===== src/hw/rtl/cbms_pkg.sv =====
// Shared types and constants for the BMS status receiver.
// No dependencies; used by every module of the block.

package cbms_pkg;

  localparam logic       KindFrame    = 1'b0;
  localparam logic       KindTick     = 1'b1;

  localparam logic [10:0] IdStatus    = 11'h1F4;
  localparam logic [10:0] IdCells     = 11'h1F5;

  // floor(p / 1000) == (p * RecipMul) >> RecipShift for p < 2**21
  localparam int unsigned ProdW       = 21;
  localparam int unsigned RecipW      = 22;
  localparam logic [RecipW-1:0] RecipMul = 22'd2147484;
  localparam int unsigned RecipShift  = 31;
  localparam int unsigned PowerW      = 12;

  localparam logic [7:0]  TimeoutReset   = 8'd10;
  localparam logic [11:0] TicksPerSecond = 12'd10;
  localparam logic [10:0] SwitchOffset   = 11'd30;
  localparam logic [10:0] SwitchSafe     = 11'd500;

  localparam int unsigned QueueDepth  = 2;

  typedef enum logic [1:0] {
    OP_TICK,
    OP_STATUS,
    OP_CELLS
  } op_e;

  typedef struct packed {
    op_e                op;
    logic [1:0]         cnt;
    logic [9:0]         soc;
    logic [15:0]        cur;
    logic [9:0]         volts;
    logic [10:0]        chg;
    logic [PowerW-1:0]  pin;
    logic [PowerW-1:0]  pout;
    logic [12:0]        min_cell;
    logic [12:0]        max_cell;
    logic [7:0]         min_temp;
    logic [7:0]         max_temp;
  } cmd_t;

endpackage


===== src/hw/rtl/cbms_front.sv =====
// Front end: accepts words, classifies them, extracts fields and computes
// the power limits in two multiplier stages. Depends on cbms_pkg.

module cbms_front (
  input  logic              clk_i,
  input  logic              rst_ni,
  input  logic              in_valid_i,
  output logic              in_ready_o,
  input  logic              kind_i,
  input  logic [10:0]       frame_id_i,
  input  logic [63:0]       frame_data_i,
  input  logic              full_i,
  output logic              push_o,
  output cbms_pkg::cmd_t    cmd_o
);

  logic                          accept;
  logic                          known;
  cbms_pkg::op_e                 op_in;
  logic [cbms_pkg::ProdW-1:0]    pchg_in;
  logic [cbms_pkg::ProdW-1:0]    pdis_in;

  logic                          s1_valid_q;
  cbms_pkg::op_e                 s1_op_q;
  logic [63:0]                   s1_data_q;
  logic [cbms_pkg::ProdW-1:0]    s1_pchg_q;
  logic [cbms_pkg::ProdW-1:0]    s1_pdis_q;

  logic                          s2_valid_q;
  cbms_pkg::cmd_t                s2_cmd_q;
  cbms_pkg::cmd_t                s2_cmd_d;
  logic                          s2_free;

  logic [cbms_pkg::ProdW+cbms_pkg::RecipW-1:0] qchg;
  logic [cbms_pkg::ProdW+cbms_pkg::RecipW-1:0] qdis;

  assign push_o     = s2_valid_q && !full_i;
  assign s2_free    = !s2_valid_q || !full_i;
  assign in_ready_o = !s1_valid_q || s2_free;
  assign accept     = in_valid_i && in_ready_o;
  assign cmd_o      = s2_cmd_q;

  always_comb begin
    known = 1'b1;
    op_in = cbms_pkg::OP_TICK;
    if (kind_i == cbms_pkg::KindTick) begin
      op_in = cbms_pkg::OP_TICK;
    end else if (frame_id_i == cbms_pkg::IdStatus) begin
      op_in = cbms_pkg::OP_STATUS;
    end else if (frame_id_i == cbms_pkg::IdCells) begin
      op_in = cbms_pkg::OP_CELLS;
    end else begin
      known = 1'b0;
    end
  end

  assign pchg_in = cbms_pkg::ProdW'(frame_data_i[10:0]) *
                   cbms_pkg::ProdW'(frame_data_i[57:48]);
  assign pdis_in = cbms_pkg::ProdW'(frame_data_i[21:11]) *
                   cbms_pkg::ProdW'(frame_data_i[57:48]);

  assign qchg = (cbms_pkg::ProdW + cbms_pkg::RecipW)'(s1_pchg_q) *
                (cbms_pkg::ProdW + cbms_pkg::RecipW)'(cbms_pkg::RecipMul);
  assign qdis = (cbms_pkg::ProdW + cbms_pkg::RecipW)'(s1_pdis_q) *
                (cbms_pkg::ProdW + cbms_pkg::RecipW)'(cbms_pkg::RecipMul);

  always_comb begin
    s2_cmd_d          = '0;
    s2_cmd_d.op       = s1_op_q;
    s2_cmd_d.cnt      = s1_data_q[63:62];
    s2_cmd_d.soc      = s1_data_q[31:22];
    s2_cmd_d.cur      = s1_data_q[47:32];
    s2_cmd_d.volts    = s1_data_q[57:48];
    s2_cmd_d.chg      = s1_data_q[10:0];
    s2_cmd_d.pin      = qchg[cbms_pkg::RecipShift +: cbms_pkg::PowerW];
    s2_cmd_d.pout     = qdis[cbms_pkg::RecipShift +: cbms_pkg::PowerW];
    s2_cmd_d.min_cell = s1_data_q[12:0];
    s2_cmd_d.max_cell = s1_data_q[28:16];
    s2_cmd_d.min_temp = s1_data_q[55:48];
    s2_cmd_d.max_temp = s1_data_q[63:56];
  end

  always_ff @(posedge clk_i or negedge rst_ni) begin
    if (!rst_ni) begin
      s1_valid_q <= 1'b0;
      s2_valid_q <= 1'b0;
    end else begin
      if (in_ready_o) begin
        s1_valid_q <= accept && known;
      end
      if (s2_free) begin
        s2_valid_q <= s1_valid_q;
      end
    end
  end

  always_ff @(posedge clk_i) begin
    if (accept) begin
      s1_op_q   <= op_in;
      s1_data_q <= frame_data_i;
      s1_pchg_q <= pchg_in;
      s1_pdis_q <= pdis_in;
    end
    if (s2_free && s1_valid_q) begin
      s2_cmd_q <= s2_cmd_d;
    end
  end

endmodule


===== src/hw/rtl/cbms_queue.sv =====
// Short command queue between front and back end.
// Depends on cbms_pkg for the command type.

module cbms_queue #(
  parameter int unsigned Depth = cbms_pkg::QueueDepth
) (
  input  logic           clk_i,
  input  logic           rst_ni,
  input  logic           push_i,
  input  cbms_pkg::cmd_t cmd_i,
  output logic           full_o,
  input  logic           pop_i,
  output logic           empty_o,
  output cbms_pkg::cmd_t cmd_o
);

  localparam int unsigned PtrW = (Depth > 1) ? $clog2(Depth) : 1;
  localparam int unsigned CntW = $clog2(Depth + 1);
  localparam logic [PtrW-1:0] LastPtr = PtrW'(Depth - 1);

  cbms_pkg::cmd_t   mem_q [Depth];
  logic [PtrW-1:0]  wr_ptr_q, rd_ptr_q;
  logic [CntW-1:0]  count_q;

  assign full_o  = (count_q == CntW'(Depth));
  assign empty_o = (count_q == '0);
  assign cmd_o   = mem_q[rd_ptr_q];

  always_ff @(posedge clk_i or negedge rst_ni) begin
    if (!rst_ni) begin
      wr_ptr_q <= '0;
      rd_ptr_q <= '0;
      count_q  <= '0;
    end else begin
      if (push_i) begin
        wr_ptr_q <= (wr_ptr_q == LastPtr) ? '0 : wr_ptr_q + 1'b1;
      end
      if (pop_i) begin
        rd_ptr_q <= (rd_ptr_q == LastPtr) ? '0 : rd_ptr_q + 1'b1;
      end
      if (push_i && !pop_i) begin
        count_q <= count_q + 1'b1;
      end else if (pop_i && !push_i) begin
        count_q <= count_q - 1'b1;
      end
    end
  end

  always_ff @(posedge clk_i) begin
    if (push_i) begin
      mem_q[wr_ptr_q] <= cmd_i;
    end
  end

endmodule


===== src/hw/rtl/cbms_back.sv =====
// Back end: holds the BMS values and the silence timeout, applies frames
// and answers ticks through the output register. Depends on cbms_pkg.

module cbms_back (
  input  logic                          clk_i,
  input  logic                          rst_ni,
  input  logic                          cfg_we_i,
  input  logic [7:0]                    cfg_wdata_i,
  input  logic                          empty_i,
  input  cbms_pkg::cmd_t                cmd_i,
  output logic                          pop_o,
  output logic                          out_valid_o,
  input  logic                          out_ready_i,
  output logic [12:0]                   min_cell_mv_o,
  output logic [12:0]                   max_cell_mv_o,
  output logic signed [7:0]             min_temp_c_o,
  output logic signed [7:0]             max_temp_c_o,
  output logic [9:0]                    soc_tenths_o,
  output logic [9:0]                    pack_volts_o,
  output logic signed [15:0]            current_tenths_o,
  output logic signed [10:0]            switch_volts_o,
  output logic [cbms_pkg::PowerW-1:0]   max_input_kw_o,
  output logic [cbms_pkg::PowerW-1:0]   max_output_kw_o,
  output logic [10:0]                   charge_limit_amps_o,
  output logic                          data_valid_o
);

  logic [7:0]                 timeout_s_q;
  logic [1:0]                 roll_q;
  logic [11:0]                ticks_q, ticks_d;
  logic [11:0]                reload;
  logic                       live;
  logic                       out_free;
  logic                       do_tick;

  logic [9:0]                 soc_q, volts_q;
  logic [15:0]                cur_q;
  logic [10:0]                chg_q;
  logic [cbms_pkg::PowerW-1:0] pin_q, pout_q;
  logic [12:0]                min_cell_q, max_cell_q;
  logic [7:0]                 min_temp_q, max_temp_q;

  logic                       out_valid_q;
  logic [12:0]                o_min_cell_q, o_max_cell_q;
  logic [7:0]                 o_min_temp_q, o_max_temp_q;
  logic [9:0]                 o_soc_q, o_volts_q;
  logic [15:0]                o_cur_q;
  logic [10:0]                o_switch_q;
  logic [cbms_pkg::PowerW-1:0] o_pin_q, o_pout_q;
  logic [10:0]                o_chg_q;
  logic                       o_live_q;

  assign out_free = !out_valid_q || out_ready_i;
  assign pop_o    = !empty_i && ((cmd_i.op != cbms_pkg::OP_TICK) || out_free);
  assign do_tick  = pop_o && (cmd_i.op == cbms_pkg::OP_TICK);
  assign reload   = 12'(timeout_s_q) * cbms_pkg::TicksPerSecond;
  assign ticks_d  = (ticks_q != '0) ? ticks_q - 1'b1 : '0;
  assign live     = (ticks_d != '0);

  always_ff @(posedge clk_i or negedge rst_ni) begin
    if (!rst_ni) begin
      timeout_s_q <= cbms_pkg::TimeoutReset;
      roll_q      <= '0;
      ticks_q     <= '0;
      soc_q       <= '0;
      cur_q       <= '0;
      volts_q     <= '0;
      chg_q       <= '0;
      pin_q       <= '0;
      pout_q      <= '0;
      min_cell_q  <= '0;
      max_cell_q  <= '0;
      min_temp_q  <= '0;
      max_temp_q  <= '0;
      out_valid_q <= 1'b0;
    end else begin
      if (cfg_we_i) begin
        timeout_s_q <= cfg_wdata_i;
      end
      if (pop_o) begin
        unique case (cmd_i.op)
          cbms_pkg::OP_TICK: begin
            ticks_q <= ticks_d;
          end
          cbms_pkg::OP_STATUS: begin
            if (cmd_i.cnt != roll_q) begin
              roll_q  <= cmd_i.cnt;
              ticks_q <= reload;
            end
            soc_q   <= cmd_i.soc;
            cur_q   <= cmd_i.cur;
            volts_q <= cmd_i.volts;
            chg_q   <= cmd_i.chg;
            pin_q   <= cmd_i.pin;
            pout_q  <= cmd_i.pout;
          end
          cbms_pkg::OP_CELLS: begin
            min_cell_q <= cmd_i.min_cell;
            max_cell_q <= cmd_i.max_cell;
            min_temp_q <= cmd_i.min_temp;
            max_temp_q <= cmd_i.max_temp;
          end
          default: begin
          end
        endcase
      end
      if (do_tick) begin
        out_valid_q <= 1'b1;
      end else if (out_ready_i) begin
        out_valid_q <= 1'b0;
      end
    end
  end

  always_ff @(posedge clk_i) begin
    if (do_tick) begin
      o_min_cell_q <= min_cell_q;
      o_max_cell_q <= max_cell_q;
      o_min_temp_q <= min_temp_q;
      o_max_temp_q <= max_temp_q;
      o_soc_q      <= soc_q;
      o_volts_q    <= volts_q;
      o_cur_q      <= live ? cur_q : '0;
      o_switch_q   <= live ? {1'b0, volts_q} - cbms_pkg::SwitchOffset : cbms_pkg::SwitchSafe;
      o_pin_q      <= live ? pin_q : '0;
      o_pout_q     <= live ? pout_q : '0;
      o_chg_q      <= live ? chg_q : '0;
      o_live_q     <= live;
    end
  end

  assign out_valid_o         = out_valid_q;
  assign min_cell_mv_o       = o_min_cell_q;
  assign max_cell_mv_o       = o_max_cell_q;
  assign min_temp_c_o        = o_min_temp_q;
  assign max_temp_c_o        = o_max_temp_q;
  assign soc_tenths_o        = o_soc_q;
  assign pack_volts_o        = o_volts_q;
  assign current_tenths_o    = o_cur_q;
  assign switch_volts_o      = o_switch_q;
  assign max_input_kw_o      = o_pin_q;
  assign max_output_kw_o     = o_pout_q;
  assign charge_limit_amps_o = o_chg_q;
  assign data_valid_o        = o_live_q;

endmodule


===== src/hw/rtl/can_bms_status_receiver.sv =====
// BMS status receiver top level: front end, command queue, back end.
// Depends on cbms_pkg, cbms_front, cbms_queue and cbms_back.
//
// Takes one word per clock, either a received CAN frame or a 100 ms tick,
// with no gaps needed between them. Frames 0x1F4 and 0x1F5 update the
// stored BMS values; other identifiers are dropped. Each tick counts the
// silence timeout down and returns one result word with every value, the
// current, power and charge limits and the switch voltage forced to safe
// values once the timeout has run out. The front end computes the power
// limits in registered steps (limit times volts, then a reciprocal
// multiply for the divide by 1000); a tick's result then passes through
// the queue and the back end's output register. The sustained rate is one
// word a cycle, lower only while the output side holds off results.
// timeout_seconds is written through cfg_we_i / cfg_wdata_i and resets to 10.

module can_bms_status_receiver #(
  parameter int unsigned QueueDepth = cbms_pkg::QueueDepth
) (
  input  logic                          clk_i,
  input  logic                          rst_ni,
  input  logic                          cfg_we_i,
  input  logic [7:0]                    cfg_wdata_i,
  input  logic                          in_valid_i,
  output logic                          in_ready_o,
  input  logic                          kind_i,
  input  logic [10:0]                   frame_id_i,
  input  logic [63:0]                   frame_data_i,
  output logic                          out_valid_o,
  input  logic                          out_ready_i,
  output logic [12:0]                   min_cell_mv_o,
  output logic [12:0]                   max_cell_mv_o,
  output logic signed [7:0]             min_temp_c_o,
  output logic signed [7:0]             max_temp_c_o,
  output logic [9:0]                    soc_tenths_o,
  output logic [9:0]                    pack_volts_o,
  output logic signed [15:0]            current_tenths_o,
  output logic signed [10:0]            switch_volts_o,
  output logic [cbms_pkg::PowerW-1:0]   max_input_kw_o,
  output logic [cbms_pkg::PowerW-1:0]   max_output_kw_o,
  output logic [10:0]                   charge_limit_amps_o,
  output logic                          data_valid_o
);

  logic           push, full, pop, empty;
  cbms_pkg::cmd_t push_cmd, head_cmd;

  cbms_front u_front (
    .clk_i        (clk_i),
    .rst_ni       (rst_ni),
    .in_valid_i   (in_valid_i),
    .in_ready_o   (in_ready_o),
    .kind_i       (kind_i),
    .frame_id_i   (frame_id_i),
    .frame_data_i (frame_data_i),
    .full_i       (full),
    .push_o       (push),
    .cmd_o        (push_cmd)
  );

  cbms_queue #(
    .Depth (QueueDepth)
  ) u_queue (
    .clk_i   (clk_i),
    .rst_ni  (rst_ni),
    .push_i  (push),
    .cmd_i   (push_cmd),
    .full_o  (full),
    .pop_i   (pop),
    .empty_o (empty),
    .cmd_o   (head_cmd)
  );

  cbms_back u_back (
    .clk_i               (clk_i),
    .rst_ni              (rst_ni),
    .cfg_we_i            (cfg_we_i),
    .cfg_wdata_i         (cfg_wdata_i),
    .empty_i             (empty),
    .cmd_i               (head_cmd),
    .pop_o               (pop),
    .out_valid_o         (out_valid_o),
    .out_ready_i         (out_ready_i),
    .min_cell_mv_o       (min_cell_mv_o),
    .max_cell_mv_o       (max_cell_mv_o),
    .min_temp_c_o        (min_temp_c_o),
    .max_temp_c_o        (max_temp_c_o),
    .soc_tenths_o        (soc_tenths_o),
    .pack_volts_o        (pack_volts_o),
    .current_tenths_o    (current_tenths_o),
    .switch_volts_o      (switch_volts_o),
    .max_input_kw_o      (max_input_kw_o),
    .max_output_kw_o     (max_output_kw_o),
    .charge_limit_amps_o (charge_limit_amps_o),
    .data_valid_o        (data_valid_o)
  );

endmodule


===== config.mk =====
export PLATFORM = sky130hd
export DESIGN_NAME = can_bms_status_receiver
export DESIGN_NICKNAME = d
export VERILOG_FILES = /design/src/hw/rtl/cbms_pkg.sv /design/src/hw/rtl/cbms_front.sv /design/src/hw/rtl/cbms_queue.sv /design/src/hw/rtl/cbms_back.sv /design/src/hw/rtl/can_bms_status_receiver.sv
export SDC_FILE = /design/constraint.sdc
export NUM_CORES = 2
export LEC_CHECK = 0
export BUFFER_PORTS_ARGS = -buffer_cell sky130_fd_sc_hd__buf_4
export CELL_PAD_IN_SITES_DETAIL_PLACEMENT = 0
export CELL_PAD_IN_SITES_GLOBAL_PLACEMENT = 1
export CORE_MARGIN = 8
export CORE_UTILIZATION = 35
export CTS_BUF_LIST = sky130_fd_sc_hd__clkbuf_8
export CTS_CLUSTER_DIAMETER = 40
export DETAILED_ROUTE_END_ITERATION = 10
export PLACE_DENSITY_LB_ADDON = 0.1
export SYNTH_ARGS = -nofsm -noshare
export SYNTH_HDL_FRONTEND = slang
export SYNTH_SLANG_ARGS = --single-unit

===== constraint.sdc =====
create_clock -name clk_i -period 6.7 [get_ports clk_i]
set_clock_uncertainty 0.15 [all_clocks]
set_input_delay 0.67 -clock clk_i [delete_from_list [all_inputs] [get_ports clk_i]]
set_output_delay 0.67 -clock clk_i [all_outputs]
set_load 0.01 [all_outputs]

==> flow_metrics.tcl <==
set metrics [dict create \
    outcome "complete, no violations" \
    finalSetupViolations 0 \
    ys_seq_area_share_pct 45.7 \
    cts_tree "yes" \
    cts_buffer_depth 3 \
    yosysWarnings 0 \
    routed_wl_um 97000 \
    cts_buffers 114 \
    io_pins 216 \
    cts_root_buffer "clkbuf_8" \
    synth.distinct_cells 70 \
    yosys_most_used_dff "edfxtp_1" \
    synth_edf_count 491 \
    clkTransAtPathRegs_ns 0.06 \
    drc_errors 0 \
    vias 24000 \
    die_area_sq_um 126000 \
    drv_cap 0 \
    syn_inst 3228 \
    grt_pass1_vias 26400 \
    grt_pass1_wl_um 154000 \
    finalCritPeriodShare_pct 93.1 \
    hold_path_depth 2 \
    place_hpwl_um 72800 \
    period_needed_ns 6.24 \
    path_class "reg -> reg" \
    first_iter_violations 1066 \
    fp.coreArea_sq_um 114000 \
    start_util_pct 35.2 \
    grt_max_degree 85 \
    htree_num_levels 3 \
    place.gp.congestion 0.858 \
    syn_area_per_cell_sq_um 12.4 \
    numPortBuffers 215 \
    final_cells 5155 \
    cp.required_ns 7.12 \
    r2r_cells 19 \
    cp_max_fo 6 \
    slew_viol_final 0 \
    max_freq_ghz 0.160 \
    cp_data_arrival_time_ns 6.66 \
    netlist_area_sq_um 40100 \
    vias_per_cell 4.65 \
    drt-pass1-iter-count 5 \
    end_kind "register" \
    grt_overflow 0 \
    final_nets 4425 \
    rsz0062_at_grt "false" \
    place_inst 4887 \
    ant_nets 0 \
    row_count 124 \
    gr-usage-all-layers_pct 15.4 \
    fillers 10900 \
    hold_buffers 47 \
    cp-start-kind "register" \
    hold_class "in -> reg" \
    tightest_slew_ns 1.00 \
    area_growth_pct 15.6 \
    slew_headroom_pct 33.0 \
    clk_latency_ns 0.74 \
    cts_resized 0 \
    synth_fp_nets 4115 \
    ys_async_sr_fraction_pct 22.4 \
    antenna_found_initial 6 \
    wire_per_inst_um 18.8 \
    die_h_um 354 \
    post_cts_buffers 0 \
    die_w_um 354 \
    synth_seq_cells 633 \
    finalHoldViolCount 0 \
    tns_ns 0 \
    cts_sinks 633 \
    holdWs_ns 0.109 \
    drive_gt1_share_pct 13.3 \
]
worst max-delay path, cell delays in order (launching register included):
cell      delay, ns
edfxtp_1       0.56
ha_1           0.36
ha_1           0.19
inv_1          0.08
fa_1           0.41
fa_1           0.55
inv_1          0.05
fa_1           0.48
fa_1           0.49
inv_1          0.05
fa_1           0.47
inv_1          0.04
ha_1           0.33
nand2_1        0.08
nor2_1         0.20
nand2_1        0.08
o41ai_1        0.56
o21ai_0        0.32
or3_1          0.39
a311oi_1       0.27
metal layers:
metal / track usage (%) / vias up / share of wire [%]
li1: - / 11500 / -
met1: 21.8 / 11900 / 49
met2: 24.7 / 421 / 45
met3: 2.59 / 120 / 4.0
met4: 3.86 / 0 / 1.8
met5: 0 / - / 0
final timing paths:
kind | to | slack, ns | start
worst min-delay path | u_back.timeout_s_q[2] | 0.11 | cfg_we_i
max in group asynchronous | u_back.min_temp_q[2] | 4.43 | rst_ni
worst max register to register | u_front.cmd_o[52] | 0.46 | u_front.s1_pdis_q[4]
worst min register to register | u_front.cmd_o[36] | 0.26 | u_front.s1_data_q[7]
min in group asynchronous | u_back.ticks_q[8] | 0.40 | rst_ni
worst max-delay path | u_front.cmd_o[52] | 0.46 | u_front.s1_pdis_q[4]
through the flow:
step                worst slack [ns]  util, %  area (sq um)
detailed placement             0.445     38.1         43400
CTS                            0.481     40.7         46300
global placement               0.588     38.1         43400
global route                   0.132     40.7         46300
floorplan                      0.993        -         40100
finish                         0.464     40.7         46300
state kept, by name, summed over array words and instances (netlist names), 16 cells and up:
signal,cells
u_front.s1_pchg_q,21
u_front.s1_data_q,61
u_back.cur_q,16
u_front.cmd_o,87
u_back.current_tenths_o,16
u_queue.mem_q,174
u_front.s1_pdis_q,21
final cells by class:
type	count	area, sq um	share of cell area (%)
antenna	5	12.5	0.0270
clock buffer	129	1780	3.83
clock inverter	87	673	1.45
inverter	526	1980	4.27
multi-input combinational	1980	19400	42.0
sequential	633	18300	39.5
tap	1512	1890	4.08
timing repair buffer	283	2250	4.85
logic make-up (layout without fill, tap and decap cells):
| logic type | after synthesis | in the layout | share of synthesized area [%] |
|---|---|---|---|
| other cells | 0 | 5 | 0 |
| compound gates | 356 | 356 | 5.24 |
| xor+xnor | 76 | 76 | 1.66 |
| mux | 95 | 95 | 2.40 |
| flops | 633 | 633 | 45.7 |
| buf+inv | 615 | 1025 | 5.88 |
| fa+ha+maj | 798 | 798 | 31.0 |
| simple gates | 655 | 655 | 8.15 |
Yosys cell counts (all sizes together) (2+ instances only):
master   number  area (sq um)
xor2         23           201
nand4        13          81.3
a32oi         5          43.8
a21o         27           203
nor2b        14          87.6
a2bb2oi       2          17.5
o211ai        9          67.6
o21bai       16           120
o21ai        47           235
mux2          8          90.1
a311oi        2          17.5
a31o          4          35.0
nor4          6          43.8
nand2b        8          50.1
a211oi       11          82.6
nand3b        2          15.0
nand2       187           704
and2        146          1020
edfxtp      491         14700
a31oi         6          37.5
o21a          8          60.1
a2111oi       2          23.8
o22ai         5          31.3
nor3b         4          41.3
o31ai         4          30.0
nand3        21           118
or4           5          41.3
clkbuf       69           259
nor2        191           727
buf          20           120
ha          475          5940
nor3         30           150
and3         12          75.1
dfrtp       140          3500
a21oi       195           980
o221ai        2          17.5
or3           6          37.5
xnor2        53           464
fa          323          6470
inv         526          1970
mux2i        87           871
or2           5          31.3
dfstp         2          52.6
placed cells by master (no fill, tap or decap), types with 6 or more instances in the layout:
cell	count
o21bai_1	16
o21a_1	8
buf_4	235
clkinv_1	6
mux2_2	8
o211ai_1	9
and2_4	44
bufinv_16	7
mux2i_1	87
xnor2_1	53
clkinvlp_4	9
nand2b_1	8
nand2_1	186
clkbuf_8	129
dlygate4sd3_1	47
and3_1	11
nor2_1	187
nand3_1	20
and2_1	102
dfrtp_1	139
a211oi_1	11
edfxtp_1	491
fa_1	323
nor2b_1	13
nand4_1	13
xor2_1	23
o21ai_0	47
clkinv_2	14
nor3_1	30
or3_1	6
ha_1	475
inv_1	564
a31oi_1	6
a21oi_1	194
a21o_1	27
Power is not shown: default switching activity piles up to over one toggle a cycle in this logic, so the estimate is an artifact.
